[src/hdl/tbp_ram.sv]
`timescale 1ns / 1ps

// Simple dual-port RAM with a registered read.
module tbp_ram #(
    parameter int WIDTH = 8,
    parameter int DEPTH = 256
) (
    input  logic                     clk,
    input  logic                     we,
    input  logic [$clog2(DEPTH)-1:0] waddr,
    input  logic [WIDTH-1:0]         wdata,
    input  logic                     re,
    input  logic [$clog2(DEPTH)-1:0] raddr,
    output logic [WIDTH-1:0]         rdata
);

    logic [WIDTH-1:0] mem [DEPTH];
    logic [WIDTH-1:0] rdata_reg;

    always_ff @(posedge clk)
    begin
        if (we)
        begin
            mem[waddr] <= wdata;
        end
        if (re)
        begin
            rdata_reg <= mem[raddr];
        end
    end

    assign rdata = rdata_reg;

endmodule

[config.mk]
export PLATFORM = sky130hd
export DESIGN_NAME = tbp_ram
export DESIGN_NICKNAME = d
export VERILOG_FILES = /design/src/hdl/tbp_ram.sv
export SDC_FILE = /design/constraint.sdc
export NUM_CORES = 2
export LEC_CHECK = 0
export CAP_MARGIN = 20
export CORE_UTILIZATION = 57
export DETAILED_ROUTE_END_ITERATION = 6
export DONT_BUFFER_PORTS = 1
export HOLD_SLACK_MARGIN = 0.05
export MAX_ROUTING_LAYER = met4
export PLACE_DENSITY = 0.77
export SETUP_SLACK_MARGIN = 0.5
export SYNTH_ARGS = -nofsm -noshare
export SYNTH_HDL_FRONTEND = slang
export SYNTH_SLANG_ARGS = --single-unit
[constraint.sdc]
create_clock -name clk -period 2.05 [get_ports clk]
set_input_delay 0.1025 -clock clk [delete_from_list [all_inputs] [get_ports clk]]
set_output_delay 0.1025 -clock clk [all_outputs]
set_load 0.02 [all_outputs]
Word level (Yosys, flattened, before mapping)
Memories as Yosys holds them, arrays and structs flattened. A register that Yosys moved wholly into a read port is not among the register bits. Cells that the tools add are included.

Bits in registers: 0. Bits in writable memories: 2048. Input port bits: 27. Output and inout port bits: 8. Word-level logic and storage cells: 3. Memories: 1.

Memories: mem (depth 256, bits a word 8, read ports 1, clocked after Yosys merged registers in 1, write ports 1, line 17) `logic [WIDTH-1:0] mem [DEPTH];`.

Muxes and demuxes: 2.

Operator list (count): two-way mux 1 bit (2).

Depth between registers and ports, before layout
Depth after elaboration: 2. Mapped depth: 11. Mapped depth without buffers: 6.

Worst setup path after synthesis
Ideal clock, no wire load.

Kind: input-to-reg. Start point: in raddr[0]. End point: reg rdata_reg[2], in the netlist rdata[2], read port of mem (data pin). Arrival time: 1910 ps. Path slack: -129 ps. Stages: 9. Path buffers: 4. Cell sequence: buf_6 -> buf_12 -> buf_8 -> buf_2 -> mux4_2 -> a22oi_1 -> a21oi_1 -> nor4_1 -> nor4_2.

RTL lines: start: declaration (line 13) `input logic [$clog2(DEPTH)-1:0] raddr,`; end: declaration (line 18) `logic [WIDTH-1:0] rdata_reg;`.

==> results_dict.tcl <==
set metrics [dict create \
    grt_start_max_net_pins 579 \
    critPathKind "in -> reg" \
    peakVddDrop_v 0.000748 \
    finalCriticalPeriod_ns 3.19 \
    instances_no_fill 6108 \
    final_cell_mix "edfxtp_1 (2056), mux4_2 (455), buf_4 (339)" \
    synth_area_um2 79600 \
    wl_um 190000 \
    crit_path_end_kind "flop" \
    gp_congestion 0.875 \
    grt.total_usage 0.281 \
    viasPerCell 6.61 \
    fin_ws_ns -1.14 \
    maxCapViolations 0 \
    final_common_cell "edfxtp_1" \
    yosysWarnings 0 \
    slew_viol_final 282 \
    cp.required_ns 2.61 \
    holdBufCountCts 16 \
    syn_area_per_cell_um2 21.3 \
    fmax_mhz 314 \
    fp.dieArea_um2 141000 \
    fin_worst_skew_ns 0.0338 \
    die_w_um 376 \
    hold_viol 1992 \
    worstMarginPinSlew_ns 2.44 \
    drtIter0Drc 5665 \
    clockBufferDepth 3 \
    dp.cells 5718 \
    htree_levels 4 \
    finalInstanceArea_um2 91200 \
    tritoncts "done" \
    clockRootBuffer "clkbuf_16" \
    ys_types 54 \
    dieHeight_um 376 \
    detail_route.wl_per_cell_um 31.2 \
    setup_viol 8 \
    ys_async_sr_fraction 0 \
    drc 0 \
    largest_reg_flops 2048 \
    crit_fanout 578 \
    synth_edf_count 2056 \
    dpl_cell_area_um2 84200 \
    ys_seq_area_frac 0.775 \
    numCtsBuffers 197 \
    via_count 40400 \
    period_share 1.56 \
    cts.sink_count 2056 \
    initial_core_util 0.577 \
    hpwl_um 103000 \
    clk-insertion-delay-late_ns 0.83 \
    maxSlewHeadroom -0.628 \
    synth_nets 3760 \
    syn_to_final_growth_pct 14.5 \
    synth_seq_cells 2056 \
    final_antenna_net_count 0 \
    grt_pass1_vias 40200 \
    start_kind "input pin" \
    crit_arrival_ns 3.75 \
    nNetsFinal 4097 \
    drive_above_1_share 0.301 \
    violations "hold timing, slew limit, setup timing" \
    syn_inst 3733 \
    power_density_nw_per_um2 936 \
    drt-pass1-iter-count 6 \
    grt_setup_unrepaired "yes" \
    leakage_uw 0.0285 \
    synth_ff_type "edfxtp_1" \
    io_pins 35 \
    clkSlewWorstSetupHoldPaths_ns 0.06 \
    holdWs_ns -0.592 \
    antenna_found_initial 7 \
    grt_overflow 0 \
    row_count 136 \
    nFillCells 8412 \
    core-area_um2 138000 \
    grt_pass1_wl_um 275000 \
    numPortBuffers 0 \
    status "finished with violations" \
    hp-class "in -> reg" \
]
power breakdown:
group          leakage, µW  internal [µW]  switching (µW)  total (µW)
sequential          0.0185          46400             105       46500
clock              0.00311          20500           15300       35800
combinational      0.00687           1610            1470        3080
Yosys cell counts, types with 3 or more instances:
cell	instances	area [µm²]
o21ai_0	10	50.1
nor4_2	3	37.5
nand2_1	33	124
buf_8	13	195
nor3_1	22	110
edfxtp_1	2056	61700
nand3_1	34	170
a21oi_1	96	480
nand2b_1	8	50.1
o22ai_1	28	175
or2_2	4	25.0
a22o_1	8	70.1
mux4_2	454	10200
nor2_1	282	1060
o211ai_1	10	75.1
and2_1	6	37.5
buf_4	27	203
a211oi_1	16	120
buf_12	8	160
mux2i_1	134	1340
nand4_1	10	62.6
a221oi_1	13	114
o221ai_1	46	403
buf_1	22	82.6
buf_6	21	236
clkbuf_1	111	417
o32ai_1	4	35.0
o22a_1	5	43.8
a22oi_1	133	998
buf_2	31	155
nor2b_1	31	194
nor4_1	24	150
worst max-delay path, stage by stage:
cell	delay, ns
mux4_2	1.33
o21ai_0	0.61
a2111oi_4	0.17
nor3_2	0.20
buf_4	0.16
nor4_2	0.04
area by class of cell:
cell class,instances,area (µm²),area share
flip-flops and latches,2056,61700,0.677
multi-input cells,1442,17700,0.194
clock inverters,122,1140,0.0125
inverters,2,7.51,0.0000824
repair buffers,371,3020,0.0332
clock buffers,240,5200,0.0570
well taps,1863,2330,0.0256
diodes,12,30.0,0.000329
final timing paths:
check	startpoint	end	slack, ns	depth (start not counted)
worst max-delay path	raddr[0]	rdata[4]	-1.14	6
worst min register to register	mem[40][3]	rdata[3]	1.11	7
worst min-delay path	wdata[7]	mem[153][7]	-0.59	0
worst max register to register	mem[138][1]	rdata[1]	-0.33	7
per-layer routing:
layer | track usage | part of all wire
met1 | 0.383 | 0.36
met2 | 0.425 | 0.49
met3 | 0.0591 | 0.11
met4 | 0.103 | 0.036
met5 | - | 0
cells by family after synthesis:
| logic type | synth area share |
|---|---|
| flip-flops | 0.775 |
| buffers and inverters | 0.0183 |
| multiplexers | 0.146 |
| AO/OA/AOI/OAI | 0.0342 |
| AND/OR/NAND/NOR | 0.0263 |
per-stage QoR:
| stage | worst slack (ns) | TNS (ns) | util | total power [µW] |
|---|---|---|---|---|
| after floorplan | -0.00990 | -0.0366 | - | 49700 |
| after global placement | -0.855 | -4.57 | 0.610 | 50000 |
| after detailed placement | -0.719 | -4.35 | 0.610 | 50100 |
| after CTS | -0.355 | -2.14 | 0.659 | 85400 |
| after global routing | -0.386 | -2.46 | 0.660 | 87100 |
| final | -1.14 | -7.87 | 0.661 | 85300 |
timing repair:
action / in CTS / in global routing
endpoints found under the hold margin: 3715 / 2054
buffers inserted: 0 / 0
resized for setup: 31 / 46
pin swaps: 13 / 18
setup endpoints to repair: 16 / 1509
No activity file was read; power rests on OpenSTA's default activity.
