`src/hdl/tbp_pkg.sv`:
```
`timescale 1ns / 1ps

package tbp_pkg;

    // Default sizes handed to the top level.
    localparam int DEF_NUM_FLOWS = 256;
    localparam int DEF_TIME_BITS = 32;

    // Fixed field widths.
    localparam int FLOW_ID_W   = 8;
    localparam int FLOW_ID_SPAN = 1 << FLOW_ID_W;
    localparam int CFG_W       = 16;
    localparam int CFG_IDX_W   = 1;

    // Token levels are 16.8 unsigned fixed point.
    localparam int FRAC_BITS = 8;
    localparam int LEVEL_W   = CFG_W + FRAC_BITS;
    localparam int PROD_W    = LEVEL_W + CFG_W;
    localparam logic [LEVEL_W-1:0] ONE_TOKEN = LEVEL_W'(1) << FRAC_BITS;

    // Configuration register indexes and reset values.
    localparam logic [CFG_IDX_W-1:0] REG_CAPACITY    = 1'b0;
    localparam logic [CFG_IDX_W-1:0] REG_REFILL_RATE = 1'b1;
    localparam logic [CFG_W-1:0] CAPACITY_RESET    = 16'd5;
    localparam logic [CFG_W-1:0] REFILL_RATE_RESET = 16'd256;

    // Sequencer states, one-hot.
    typedef enum logic [3:0] {
        S_IDLE = 4'b0001,
        S_READ = 4'b0010,
        S_MUL  = 4'b0100,
        S_UPD  = 4'b1000
    } tbp_state_t;

    // Stage enables from the sequencer to the refill datapath.
    typedef struct packed {
        logic load;
        logic mul;
        logic upd;
    } tbp_ctrl_t;

endpackage

```
`src/hdl/tbp_refill.sv`:
```
`timescale 1ns / 1ps

// Bucket arithmetic: elapsed time, refill product, saturation and take.
module tbp_refill
    import tbp_pkg::*;
#(
    parameter int TIME_BITS = DEF_TIME_BITS
) (
    input  logic                 clk,
    input  tbp_ctrl_t            ctrl,
    input  logic                 seen,
    input  logic [LEVEL_W-1:0]   level_rd,
    input  logic [TIME_BITS-1:0] last_rd,
    input  logic [TIME_BITS-1:0] now,
    input  logic [CFG_W-1:0]     capacity,
    input  logic [CFG_W-1:0]     refill_rate,
    output logic [LEVEL_W-1:0]   level_new,
    output logic                 allowed_new
);

    localparam int EXT_W = (TIME_BITS > LEVEL_W) ? TIME_BITS : LEVEL_W + 1;

    logic [LEVEL_W-1:0]   limit;
    logic [TIME_BITS-1:0] elapsed;
    logic [EXT_W-1:0]     elapsed_ext;
    logic                 elapsed_sat;
    logic [LEVEL_W-1:0]   level_reg;
    logic [LEVEL_W-1:0]   elap_reg;
    logic                 sat_reg;
    logic [PROD_W-1:0]    prod_reg;
    logic [PROD_W:0]      sum;
    logic [LEVEL_W-1:0]   refilled;

    assign limit       = {capacity, {FRAC_BITS{1'b0}}};
    assign elapsed     = now - last_rd;
    assign elapsed_ext = EXT_W'(elapsed);
    assign elapsed_sat = |elapsed_ext[EXT_W-1:LEVEL_W];

    // A flow seen for the first time starts full with no elapsed time.
    always_ff @(posedge clk)
    begin
        if (ctrl.load)
        begin
            level_reg <= seen ? level_rd : limit;
            elap_reg  <= seen ? elapsed_ext[LEVEL_W-1:0] : '0;
            sat_reg   <= seen & elapsed_sat;
        end
        if (ctrl.mul)
        begin
            prod_reg <= elap_reg * refill_rate;
        end
    end

    always_comb
    begin
        sum = {{(PROD_W + 1 - LEVEL_W){1'b0}}, level_reg} + {1'b0, prod_reg};
        if (sat_reg && (refill_rate != '0))
        begin
            refilled = limit;
        end
        else if (sum > {{(PROD_W + 1 - LEVEL_W){1'b0}}, limit})
        begin
            refilled = limit;
        end
        else
        begin
            refilled = sum[LEVEL_W-1:0];
        end
        allowed_new = (refilled >= ONE_TOKEN);
        level_new   = allowed_new ? (refilled - ONE_TOKEN) : refilled;
    end

endmodule

```
`config.mk`:
```
export PLATFORM = sky130hd
export DESIGN_NAME = tbp_refill
export DESIGN_NICKNAME = d
export VERILOG_FILES = /design/src/hdl/tbp_pkg.sv /design/src/hdl/tbp_refill.sv
export SDC_FILE = /design/constraint.sdc
export NUM_CORES = 1
export LEC_CHECK = 0
export ABC_AREA = 0
export CAP_MARGIN = 20
export CORE_ASPECT_RATIO = 0.9
export CORE_MARGIN = 1.5
export CORE_UTILIZATION = 60
export CTS_CLUSTER_SIZE = 28
export DETAILED_ROUTE_END_ITERATION = 10
export DONT_BUFFER_PORTS = 1
export PLACE_DENSITY = 0.73
export REMOVE_ABC_BUFFERS = 1
export SETUP_SLACK_MARGIN = 0.2
export SYNTH_ARGS = -nofsm -noshare
export SYNTH_HDL_FRONTEND = slang
export SYNTH_SLANG_ARGS = --single-unit
```
`constraint.sdc`:
```
create_clock -name clk -period 11.84 [get_ports clk]
set_input_delay 1.184 -clock clk [delete_from_list [all_inputs] [get_ports clk]]
set_output_delay 1.184 -clock clk [all_outputs]
set_load 0.02 [all_outputs]
```
* Word-level counts from Yosys, hierarchy flattened
Index checks and enable logic that the tools add are counted.
W data, S select, Z words.
** Word-level totals
- Logic and storage cells :: 19
- Bits of input ports :: 125
- Flip-flop bits (word level) :: 89
- Output and inout bits :: 25
** Cells by class
- $mul :: 1
- Add/sub/neg operators :: 3
- Mux-type cells :: 4
- $lt $le $gt $ge :: 2
- Reduce and logical (&&, ||, !) cells :: 3
- Bitwise operators :: 1
** Operator list (count)
- $mux W24 :: 4
- $add A24 B40 Y41 :: 1
- $gt A41 B24 Y1 :: 1
- $mul A24 B16 Y40 :: 1
- $sub A32 B32 Y32 :: 1
- $ge A24 B9 Y1 const B :: 1
- $sub A24 B9 Y24 const B :: 1
- $reduce_bool A16 Y1 :: 1
- $reduce_or A8 Y1 :: 1
- $and A1 B1 Y1 :: 1
- $logic_and A1 B1 Y1 :: 1

* Logic depth before layout (Yosys ltp)
Gate-level depths: netlist of the first run.
- Depth after elaboration :: 6
- Depth in mapped cells :: 33
- Mapped depth without buffers :: 32

* Worst setup path before layout of the first run
Ideal clock, no wire load.
- Kind :: input to register
- Start :: in refill_rate[9]
- End :: reg prod_reg[39], data pin
- Required time :: 11.572 ns
- Path slack :: 4.045 ns
- Path buffers :: 2
- Arrival :: 7.527 ns
- Stages on the path :: 25
- Setup time :: 0.268 ns
- Cell sequence :: clkbuf_1 > clkbuf_1 > nand2_1 > fa_1 > fa_1 > inv_1 > fa_1 > inv_1 > fa_1 > fa_1 > inv_1 > fa_1 > ha_1 > and3_1 > and3_1 > and3_1 > a221oi_1 > a211oi_1 > a31oi_1 > a21oi_1 > a21oi_1 > nor2b_1 > o21a_1 > o41ai_1 > xnor2_1
** Between the ends
- Cells in the longest elaborated chain, start to end :: 1
** RTL lines
- start, declared :: RTL line tbp_refill.sv:16 : input logic [CFG_W-1:0] refill_rate,
- $mul A24 B16 Y40 :: RTL line tbp_refill.sv:50 : prod_reg <= elap_reg * refill_rate;
- end signal, assigned :: RTL line tbp_refill.sv:50
- end, declared :: RTL line tbp_refill.sv:30 : logic [PROD_W-1:0] prod_reg;
No other way between the ends.
A chain may end at the register's enable or synchronous reset.

* Worst setup path in the final report of the first run
- Start :: reg level_reg[0]
- End :: out level_new[19]
** Between the ends
- Cells in the longest elaborated chain, start to end :: 6
- Elaborated cells between the ends (all ways) :: 7
- Those cells by class :: add/sub (2); order compare (2); mux (3)
** RTL lines
- start, declared :: RTL line tbp_refill.sv:27 : logic [LEVEL_W-1:0] level_reg;
- start signal, assigned :: RTL line tbp_refill.sv:44 : level_reg <= seen ? level_rd : limit;
- $add A24 B40 Y41 (*) :: RTL line tbp_refill.sv:56 : sum = {{(PROD_W + 1 - LEVEL_W){1'b0}}, level_reg} + {1'b0, prod_reg};
- $gt A41 B24 Y1 :: RTL line tbp_refill.sv:61 : else if (sum > {{(PROD_W + 1 - LEVEL_W){1'b0}}, limit})
- $mux W24 (*) :: RTL line tbp_refill.sv:61
- $mux W24 (*) :: RTL line tbp_refill.sv:57 : if (sat_reg && (refill_rate != '0))
- $sub A24 B9 Y24 or $ge A24 B9 Y1 (tied branches) :: RTL line tbp_refill.sv:70, tbp_refill.sv:69
- $mux W24 (*) :: RTL line tbp_refill.sv:70 : level_new = allowed_new ? (refilled - ONE_TOKEN) : refilled;
- end, declared :: RTL line tbp_refill.sv:17 : output logic [LEVEL_W-1:0] level_new,
Every way passes the cells marked *; elsewhere a longest branch is shown, timed or not.

==> results of run 1 <==
## logic make-up (layout without fill, tap and decap cells)
kind of cell | count (synthesis) | in the layout | synth area share (%)
AOI/OAI and AO/OA | 361 | 361 | 12.03
xor gates and xnor gates | 98 | 98 | 4.434
adders and majority gates | 493 | 493 | 42.15
buffers and inverters | 480 | 414 | 9.149
DFF | 89 | 89 | 13.28
muxes | 9 | 9 | 0.4540
and+or+nand+nor | 771 | 771 | 18.49
## layout by cell type (no fill, tap or decap), types with 17 or more instances in the layout
cell,instances
nor4_1,17
a211oi_1,18
xor2_1,31
inv_1,396
nor2_1,110
xnor2_1,64
a21oi_1,99
nand2_1,330
nand3_1,32
o21ai_0,71
nor3_1,24
nand4_1,18
fa_1,308
a21o_1,33
edfxtp_1,89
ha_1,185
and2_1,155
## critical path, delay by kind of cell, from the launching register on
kind,cells,cell delay [ns]
AOI/OAI and AO/OA,11,3.18
and+or+nand+nor,9,2.65
adders and majority gates,4,1.16
muxes,1,0.45
DFF,1,0.33
xor gates and xnor gates,1,0.31
buffers and inverters,2,0.15
## stage by stage
step                      std cells  hold WS (ns)  instance area, µm²  setup slack, ns  utilization, %
after floorplan                2217        0.7276               19760            3.974               -
after global placement         2641         1.005               20310            2.916           61.63
after detailed placement       2641         1.002               20310            2.636           61.63
after CTS                      2657        0.9352               20600            2.217           62.52
after global routing           2657        0.9272               20600            1.497           62.52
final                          2657        0.9447               20600            2.034           62.52
## per-layer routing
layer | up-vias | global-route usage, % | part of all wire, % | wire length, µm
li1 | 7317 | - | - | -
met1 | 8058 | 42.94 | 43 | 22010
met2 | 602 | 51.30 | 47 | 24420
met3 | 76 | 3.982 | 6.7 | 3468
met4 | 0 | 9.744 | 3.0 | 1563
met5 | - | 0 | 0 | 0
## cell type report
cell class / instances / area (µm²)
clock buffer: 9 / 225.2
multi-input combinational: 1732 / 15610
sequential: 89 / 2673
fill: 2865 / 12350
tap: 422 / 528.0
inverter: 396 / 1486
timing repair buffer: 2 / 15.01
clock inverter: 7 / 68.82
## how the worst min path moves through the flow
| stage | slack, ns | to | cells after the start |
|---|---|---|---|
| after floorplan | 0.73 | prod_reg[0]$_DFFE_PP_ | 1 |
| after global placement | 1.01 | prod_reg[0]$_DFFE_PP_ | 1 |
| after detailed placement | 1.00 | prod_reg[0]$_DFFE_PP_ | 1 |
| after CTS | 0.94 | prod_reg[0]$_DFFE_PP_ | 0 |
| after global routing | 0.93 | prod_reg[0]$_DFFE_PP_ | 0 |
| final | 0.94 | prod_reg[0]$_DFFE_PP_ | 0 |
==> out/qor.csv, run 1 <==
stage;metric;value;unit
outcome;status;complete, no violations;
synthesis;synth top area cells;fa_1 31%, edfxtp_1 13%, ha_1 12%;
grt;largest net degree at the start of global routing;50;
routing;total wire length;51460;µm
layout;Area growth, synth to finish;2.401;%
sta;crit path time final;9.806;ns
sta;Least-Margin Pin Slew;0.9355;ns
layout;Antenna diodes;0;
clock_network;CTS H-Tree Depth;3;
synthesis;sequential fraction of the synthesis area;13.28;%
synthesis;Synth top area share;30.65;%
clock_network;clk buf depth;2;
worst_setup_path;CP max FO;40;
worst_setup_path;CP arrival;8.62;ns
floorplanning;I/O pins;150;
floorplanning;Die Wd;196.0;µm
clock_network;CTS root buf;clkbuf_16;
layout;share of layout cells above drive strength 1;2.327;%
grt;number of global-route vias before repair;16570;
routing;post-route ant nets;0;
worst_setup_path;r2r worst-path depth;23;
synthesis;cell area after synthesis;20120;µm²
grt;initial antenna violation count;0;
synthesis;Yosys reg bits;89;
worst_setup_path;Crit-path slowest cell;nor2_4;
worst_setup_path;crit path launch;level_reg[0]$_SDFFCE_PN0P_;
sta;Max-slew headroom;37.48;%
floorplanning;Core Box Area;32950;µm²
routing;DRC errors left;0;
worst_setup_path;critical path endpoint;level_new[19];
worst_setup_path;R2R setup slack;4.10;ns
clock_network;CTS Sinks;89;
layout;Post-layout nets;2848;
worst_setup_path;Crit Path Category;flop to output pin;
worst_setup_path;Critical R2R Capture;prod_reg[39]$_DFFE_PP_;
worst_setup_path;startpoint type of the worst setup path;flop;
worst_setup_path;Max stage delay on crit path;0.73;ns
worst_setup_path;reg-to-reg startpoint;elap_reg[6]$_SDFFCE_PN0P_;
floorplanning;initial core utilization;61.06;%
routing;Pre-Repair DR Iteration Count;5;
sta;final setup violation count;0;
sta;Final Hold Fails;0;
synthesis;Netlist cell types;91;
synthesis;synth cell count leaders;396 x inv_1, 330 x nand2_1, 308 x fa_1;
synthesis;most common cell in the netlist;inv_1;
grt;first-pass GRT wire length;85030;µm
routing;via count;16053;
clock_network;Post-CTS Repair Setup Buffers;0;
synthesis;Mapped Cells;2301;
sta;unrepaired setup endpoints after global routing;no;
synthesis;Synth Flop Type;edfxtp_1;
clock_network;clock buffer count from CTS;9;
routing;DR WL/cell;19.37;µm
clock_network;Clk Latency, worst-skew pair;0.35;ns
synthesis;Avg Synthesized Cell Area;8.743;µm²
worst_setup_path;Critical Path End Type;output pin;
synthesis;Yosys warnings;0;
layout;number of flip-flops in the largest register;40;
clock_network;CTS tree;yes;
sta;crit share post-route;82.82;%
place;routability congestion estimate;0.9574;
sta;fin. max-slew vios;0;
hold_path;hold path start;ctrl[1];
synthesis;Post-synth EDFFs;89;
place;Post-DP HPWL;41750;µm
sta;Max Fclk;102.0;MHz
worst_setup_path;Critical Path RT;10.66;ns
sta;Worst Skew;0.009484;ns
synthesis;top cell type by total area after synthesis;fa_1;
clock_network;CTS clk-pin slew, worst paths;0.07;ns
hold_path;worst min-delay path category;input pin to flop;
grt;overall routing resource usage;31.07;%
routing;Initial DRC Count;1167;
grt;GRT overflow;0;
sta;setup_tns;0;ns
run;# Max-Cap Violations;0;
clock_network;CTS Hold Buffers Added;0;
worst_setup_path;most used cell along the critical path;ha_1;
floorplanning;# rows;63;
floorplanning;DIE AREA;34640;µm²
place;Port Buf Inserts;0;
synthesis;FFs w/ async S/R, synth;0;%
routing;Vias/cell;6.042;
clock_network;post_cts resized;0;
floorplanning;chip height;176.7;µm
Power of run 1 is not shown: default switching activity piles up to over one toggle a cycle in this logic, so the estimate is an artifact.
==> run 2, diff against run 1 <==
Clock period 11.84 ns to 9.7 ns, I/O delays scaled along.
==> run 2 against run 1 <==
First-iteration DRC count is 11% higher. Critical path type unchanged. Highest routed layer unchanged. Worst setup slack got worse by 1.1 ns. Critical path depth unchanged. Clock skew rose by 0.0035 ns. Global-route usage shrank 0.45 points. Sequential share of layout area hardly changed.
==> out/qor.csv, run 2 (synthesis gave the netlist of run 1 again) <==
stage;metric;value;unit;change
layout;share of layout cells above drive strength 1;2.503;%;was 2.327%
routing;via count;16087;;was 16,053
sta;Worst Skew;0.01301;ns;was 0.009484 ns
sta;crit path time final;8.795;ns;
layout;fin util;62.66;%;was 62.52%
worst_setup_path;startpoint type of the worst setup path;flop;;unchanged
worst_setup_path;Critical R2R Capture;prod_reg[39]$_DFFE_PP_;;unchanged
hold_path;hold path start;ctrl[2];;was ctrl[1]
floorplanning;Core Box Area;32950;µm²;unchanged
grt;initial antenna violation count;0;;unchanged
clock_network;CTS Sinks;89;;unchanged
grt;overall routing resource usage;30.62;%;was 31.07%
floorplanning;Die Wd;196.0;µm;unchanged
grt;number of global-route vias before repair;16132;;was 16,570
layout;Area growth, synth to finish;2.631;%;was 2.401%
floorplanning;I/O pins;150;;unchanged
layout;most frequent cells in the layout;396 x inv_1, 330 x nand2_1, 308 x fa_1;;unchanged
sta;final setup violation count;0;;unchanged
routing;Initial DRC Count;1292;;was 1,167
sta;crit share post-route;90.67;%;
worst_setup_path;R2R setup slack;2.11;ns;was 4.10 ns
place;Post-DP HPWL;41360;µm;was 41,750 µm
worst_setup_path;CP max FO;6;;was 40
hold_path;Hold Path End;elap_reg[19]$_SDFFCE_PN0P_;;was prod_reg[0]$_DFFE_PP_
routing;total wire length;51230;µm;was 51,460 µm
worst_setup_path;Crit Path Category;flop to output pin;;unchanged
worst_setup_path;r2r worst-path depth;23;;unchanged
clock_network;post_cts resized;0;;unchanged
clock_network;Post-CTS Repair Setup Buffers;0;;unchanged
worst_setup_path;Critical Path RT;8.73;ns;was 10.66 ns
clock_network;clock buffer count from CTS;9;;unchanged
worst_setup_path;Crit-path slowest cell;or4_4;;was nor2_4
layout;most common cell after layout, fill and taps aside;inv_1;;unchanged
clock_network;CTS H-Tree Depth;3;;unchanged
floorplanning;# rows;63;;unchanged
outcome;status;complete, no violations;;unchanged
layout;Post-layout nets;2850;;was 2,848
sta;setup_tns;0;ns;unchanged
sta;Max-slew headroom;33.51;%;was 37.48%
layout;number of flip-flops in the largest register;40;;unchanged
place;Port Buf Inserts;0;;unchanged
sta;Hold Slack;0.7200;ns;was 0.9447 ns
sta;Final Hold Fails;0;;unchanged
hold_path;worst min-delay path category;input pin to flop;;unchanged
worst_setup_path;reg-to-reg startpoint;elap_reg[7]$_SDFFCE_PN0P_;;was elap_reg[6]$_SDFFCE_PN0P_
routing;DR WL/cell;19.27;µm;was 19.37 µm
worst_setup_path;most used cell along the critical path;ha_1;;unchanged
worst_setup_path;Critical Path End Type;output pin;;unchanged
routing;post-route ant nets;0;;unchanged
grt;first-pass GRT wire length;83290;µm;was 85,030 µm
clock_network;CTS tree;yes;;unchanged
routing;Vias/cell;6.050;;was 6.042
grt;largest net degree at the start of global routing;50;;unchanged
clock_network;CTS Hold Buffers Added;0;;unchanged
sta;fin. max-slew vios;0;;unchanged
worst_setup_path;Max stage delay on crit path;0.59;ns;was 0.73 ns
routing;DRC errors left;0;;unchanged
place;routability congestion estimate;0.9818;;was 0.9574
place;Post-Place Cell Area;20320;µm²;was 20,310 µm²
clock_network;CTS clk-pin slew, worst paths;0.07;ns;about the same
clock_network;Clk Latency, worst-skew pair;0.36;ns;was 0.35 ns
hold_path;Hold Path Cell Cnt;0;;unchanged
layout;Antenna diodes;0;;unchanged
floorplanning;DIE AREA;34640;µm²;unchanged
sta;Least-Margin Pin Slew;0.9722;ns;was 0.9355 ns
clock_network;clk buf depth;2;;unchanged
floorplanning;chip height;176.7;µm;unchanged
worst_setup_path;CP arrival;7.83;ns;was 8.62 ns
routing;Pre-Repair DR Iteration Count;5;;unchanged
clock_network;CTS root buf;clkbuf_16;;unchanged
layout;Final Cell Area;20650;µm²;was 20,600 µm²
run;# Max-Cap Violations;0;;unchanged
sta;Max Fclk;113.7;MHz;
floorplanning;initial core utilization;61.06;%;unchanged
grt;GRT overflow;0;;unchanged
sta;unrepaired setup endpoints after global routing;no;;unchanged
## run 2: how the worst max path moves through the flow
stage	start	endpoint	slack (ns)
floorplan	level_reg[0]$_SDFFCE_PN0P_	level_new[19]	2.05
global placement	level_reg[0]$_SDFFCE_PN0P_	level_new[17]	1.65
detailed placement	prod_reg[0]$_DFFE_PP_	level_new[21]	1.49
CTS	prod_reg[0]$_DFFE_PP_	level_new[21]	1.07
global route	prod_reg[0]$_DFFE_PP_	level_new[23]	0.38
finish	prod_reg[0]$_DFFE_PP_	level_new[21]	0.90
## run 2: cell type report
cell class | count | area [µm²]
clock buffer | 9 | 225.2
clock inverter | 7 | 100.1
fill | 2839 | 12300
inverter | 396 | 1486
multi-input combinational | 1732 | 15610
sequential | 89 | 2673
tap | 422 | 528.0
timing repair buffer | 4 | 30.03
## run 2: worst max-delay path: cells and delay by family, from the launching register on
kind	cells	cell delay (ns)
flops	1	0.33
mux	1	0.36
buf+inv	1	0.06
xor+xnor	2	0.44
fa+ha+maj	4	1.15
compound gates	10	2.42
simple gates	10	2.70
## run 2: layer usage
layer / wire [µm] / GRT usage (%)
met3: 3634 / 4.592
met4: 1699 / 9.744
met1: 21910 / 41.81
met2: 23980 / 50.56
met5: 0 / 0
## run 2: metrics by stage
stage / std cells / setup slack [ns]
2_1_floorplan: 2217 / 2.048
5_1_grt: 2659 / 0.3824
4_1_cts: 2659 / 1.070
6_report: 2659 / 0.9047
3_3_place_gp: 2643 / 1.652
3_5_place_dp: 2643 / 1.491
Power of run 2 is left out for the same reason.
==> run 3, diff against run 2 <==
Settings changed: CORE_UTILIZATION 60 to 25, CTS_BUF_LIST set to sky130_fd_sc_hd__clkbuf_8, PLACE_DENSITY 0.73 to 0.35.
==> run 3 against run 2 <==
The run now ends with design-rule violations left. Wire length grew 19%. Sequential share of layout area shrank 0.45 points. Critical endpoint is now level_new[17]. Critical path depth is the same. Via count shrank 3.5%. Global-route usage shrank 15 points. Hold slack lost 0.073 ns. Flip-flop and latch count is the same. Non-clock buffer count grew 9. Utilization shrank 36 points.
==> out/qor.csv, run 3 (synthesis gave the netlist of run 1 again) <==
stage;metric;value;unit;change
outcome;status;complete, but fails checks;;was complete, no violations
outcome;failing checks;design-rule violations;;
grt;number of global-route vias before repair;16824;;was 16,132
sta;final setup margin;0.8453;ns;was 0.9047 ns
floorplanning;Core Box Area;79580;µm²;was 32,950 µm²
routing;Highest Signal Layer;met4;;unchanged
hold_path;worst min-delay path category;input pin to flop;;unchanged
layout;share of layout cells above drive strength 1;2.939;%;was 2.503%
worst_setup_path;Critical R2R Capture;prod_reg[39]$_DFFE_PP_;;unchanged
run;# Max-Cap Violations;0;;unchanged
worst_setup_path;Critical Path RT;8.73;ns;about the same
sta;Least-Margin Pin Slew;1.106;ns;was 0.9722 ns
place;Post-DP HPWL;51050;µm;was 41,360 µm
sta;Worst Skew;0.01544;ns;was 0.01301 ns
floorplanning;Die Wd;302.0;µm;was 196.0 µm
sta;setup_tns;0;ns;unchanged
routing;via count;15526;;was 16,087
worst_setup_path;R2R setup slack;1.98;ns;was 2.11 ns
layout;most frequent cells in the layout;397 x inv_1, 330 x nand2_1, 308 x fa_1;;was 396 x inv_1, 330 x nand2_1, 308 x fa_1
grt;largest net degree at the start of global routing;50;;unchanged
routing;DR WL/cell;18.47;µm;was 19.27 µm
clock_network;CTS Hold Buffers Added;0;;unchanged
layout;footprint of the multi-input gates;15620;µm²;was 15,610 µm²
sta;crit share post-route;91.29;%;was 90.67%
grt;first-pass GRT wire length;97320;µm;was 83,290 µm
sta;Final Hold Fails;0;;unchanged
routing;Pre-Repair DR Iteration Count;8;;was 5
hold_path;Hold Path End;level_reg[4]$_SDFFCE_PN0P_;;was elap_reg[19]$_SDFFCE_PN0P_
layout;Area growth, synth to finish;6.350;%;was 2.631%
worst_setup_path;startpoint type of the worst setup path;flop;;unchanged
sta;crit path time final;8.855;ns;was 8.795 ns
routing;DRC errors left;12;;was 0
routing;post-route ant nets;0;;unchanged
floorplanning;I/O pins;150;;unchanged
clock_network;CTS Sinks;89;;unchanged
clock_network;Clk Latency, worst-skew pair;0.43;ns;was 0.36 ns
floorplanning;chip height;272.1;µm;was 176.7 µm
worst_setup_path;r2r worst-path depth;23;;unchanged
routing;Vias/cell;4.708;;was 6.050
worst_setup_path;crit path launch;prod_reg[0]$_DFFE_PP_;;unchanged
routing;DR WL met2;29720;µm;was 23,980 µm
sta;fin. max-slew vios;0;;unchanged
hold_path;hold path start;ctrl[2];;unchanged
sta;Hold Slack;0.6467;ns;was 0.7200 ns
place;routability congestion estimate;0.8736;;was 0.9818
clock_network;CTS clk-pin slew, worst paths;0.11;ns;was 0.07 ns
layout;most common cell after layout, fill and taps aside;inv_1;;unchanged
clock_network;CTS root buf;clkbuf_8;;was clkbuf_16
worst_setup_path;reg-to-reg startpoint;elap_reg[5]$_SDFFCE_PN0P_;;was elap_reg[7]$_SDFFCE_PN0P_
clock_network;post_cts resized;0;;unchanged
worst_setup_path;Max stage delay on crit path;0.56;ns;was 0.59 ns
floorplanning;# rows;98;;was 63
place;dpl ws;1.300;ns;was 1.491 ns
worst_setup_path;Crit Path Category;flop to output pin;;unchanged
routing;WL met3;1788;µm;was 3634 µm
clock_network;clock buffer count from CTS;9;;unchanged
worst_setup_path;most used cell along the critical path;ha_1;;unchanged
grt;overall routing resource usage;15.19;%;was 30.62%
layout;Post-layout nets;2859;;was 2,850
grt;initial antenna violation count;0;;unchanged
routing;M1 WL;28780;µm;was 21,910 µm
worst_setup_path;Crit-path slowest cell;or4_4;;unchanged
clock_network;clk buf depth;2;;unchanged
worst_setup_path;CP arrival;7.88;ns;was 7.83 ns
clock_network;CTS H-Tree Depth;3;;unchanged
hold_path;Hold Path Cell Cnt;0;;unchanged
routing;total wire length;60900;µm;was 51,230 µm
floorplanning;initial core utilization;25.28;%;was 61.06%
sta;Max Fclk;112.9;MHz;was 113.7 MHz
place;Port Buf Inserts;0;;unchanged
layout;number of flip-flops in the largest register;40;;unchanged
sta;Max-slew headroom;24.35;%;was 33.51%
sta;unrepaired setup endpoints after global routing;no;;unchanged
worst_setup_path;CP max FO;10;;was 6
layout;Storage cell area;2673;µm²;unchanged
worst_setup_path;Critical Path End Type;output pin;;unchanged
floorplanning;DIE AREA;82190;µm²;was 34,640 µm²
sta;final setup violation count;0;;unchanged
grt;GRT overflow;0;;unchanged
layout;fill cell count;8635;;was 2,839
clock_network;CTS tree;yes;;unchanged
routing;Initial DRC Count;701;;was 1,292
clock_network;Post-CTS Repair Setup Buffers;0;;unchanged
run 3: how the worst max path moves through the flow:
stage | end | cells past startpoint
5_1_grt | level_new[17] | 28
2_1_floorplan | level_new[19] | 28
4_1_cts | level_new[19] | 28
3_5_place_dp | level_new[19] | 28
3_3_place_gp | level_new[19] | 28
6_report | level_new[17] | 28
run 3: area by class of cell:
cell class	count	area share [%]
clock inverters	7	0.3684
multi-input cells	1732	72.99
well taps	1050	6.140
flip-flops and latches	89	12.49
diodes	2	0.02339
repair buffers	13	0.4561
clock buffers	9	0.5789
inverters	396	6.947
run 3: stage by stage:
stage	util, %	instance area, µm²	cells
floorplan	-	19760	2217
global placement	26.61	21180	3280
detailed placement	26.61	21180	3280
CTS	26.86	21380	3296
global route	26.88	21390	3296
finish	26.89	21400	3298
run 3: layer usage:
layer | up-vias | GRT usage, %
met5 | - | 0
met4 | 0 | 2.395
met3 | 33 | 1.468
li1 | 7336 | -
met2 | 251 | 26.13
met1 | 7906 | 20.89
run 3: critical path, delay by kind of cell, from the launching register on:
| kind | cells | cell delay, ns |
|---|---|---|
| xor+xnor | 2 | 0.39 |
| simple gates | 9 | 2.16 |
| flops | 1 | 0.37 |
| mux | 1 | 0.36 |
| compound gates | 10 | 2.92 |
| fa+ha+maj | 4 | 1.13 |
| buf+inv | 2 | 0.14 |
Power of run 3 is left out for the same reason.
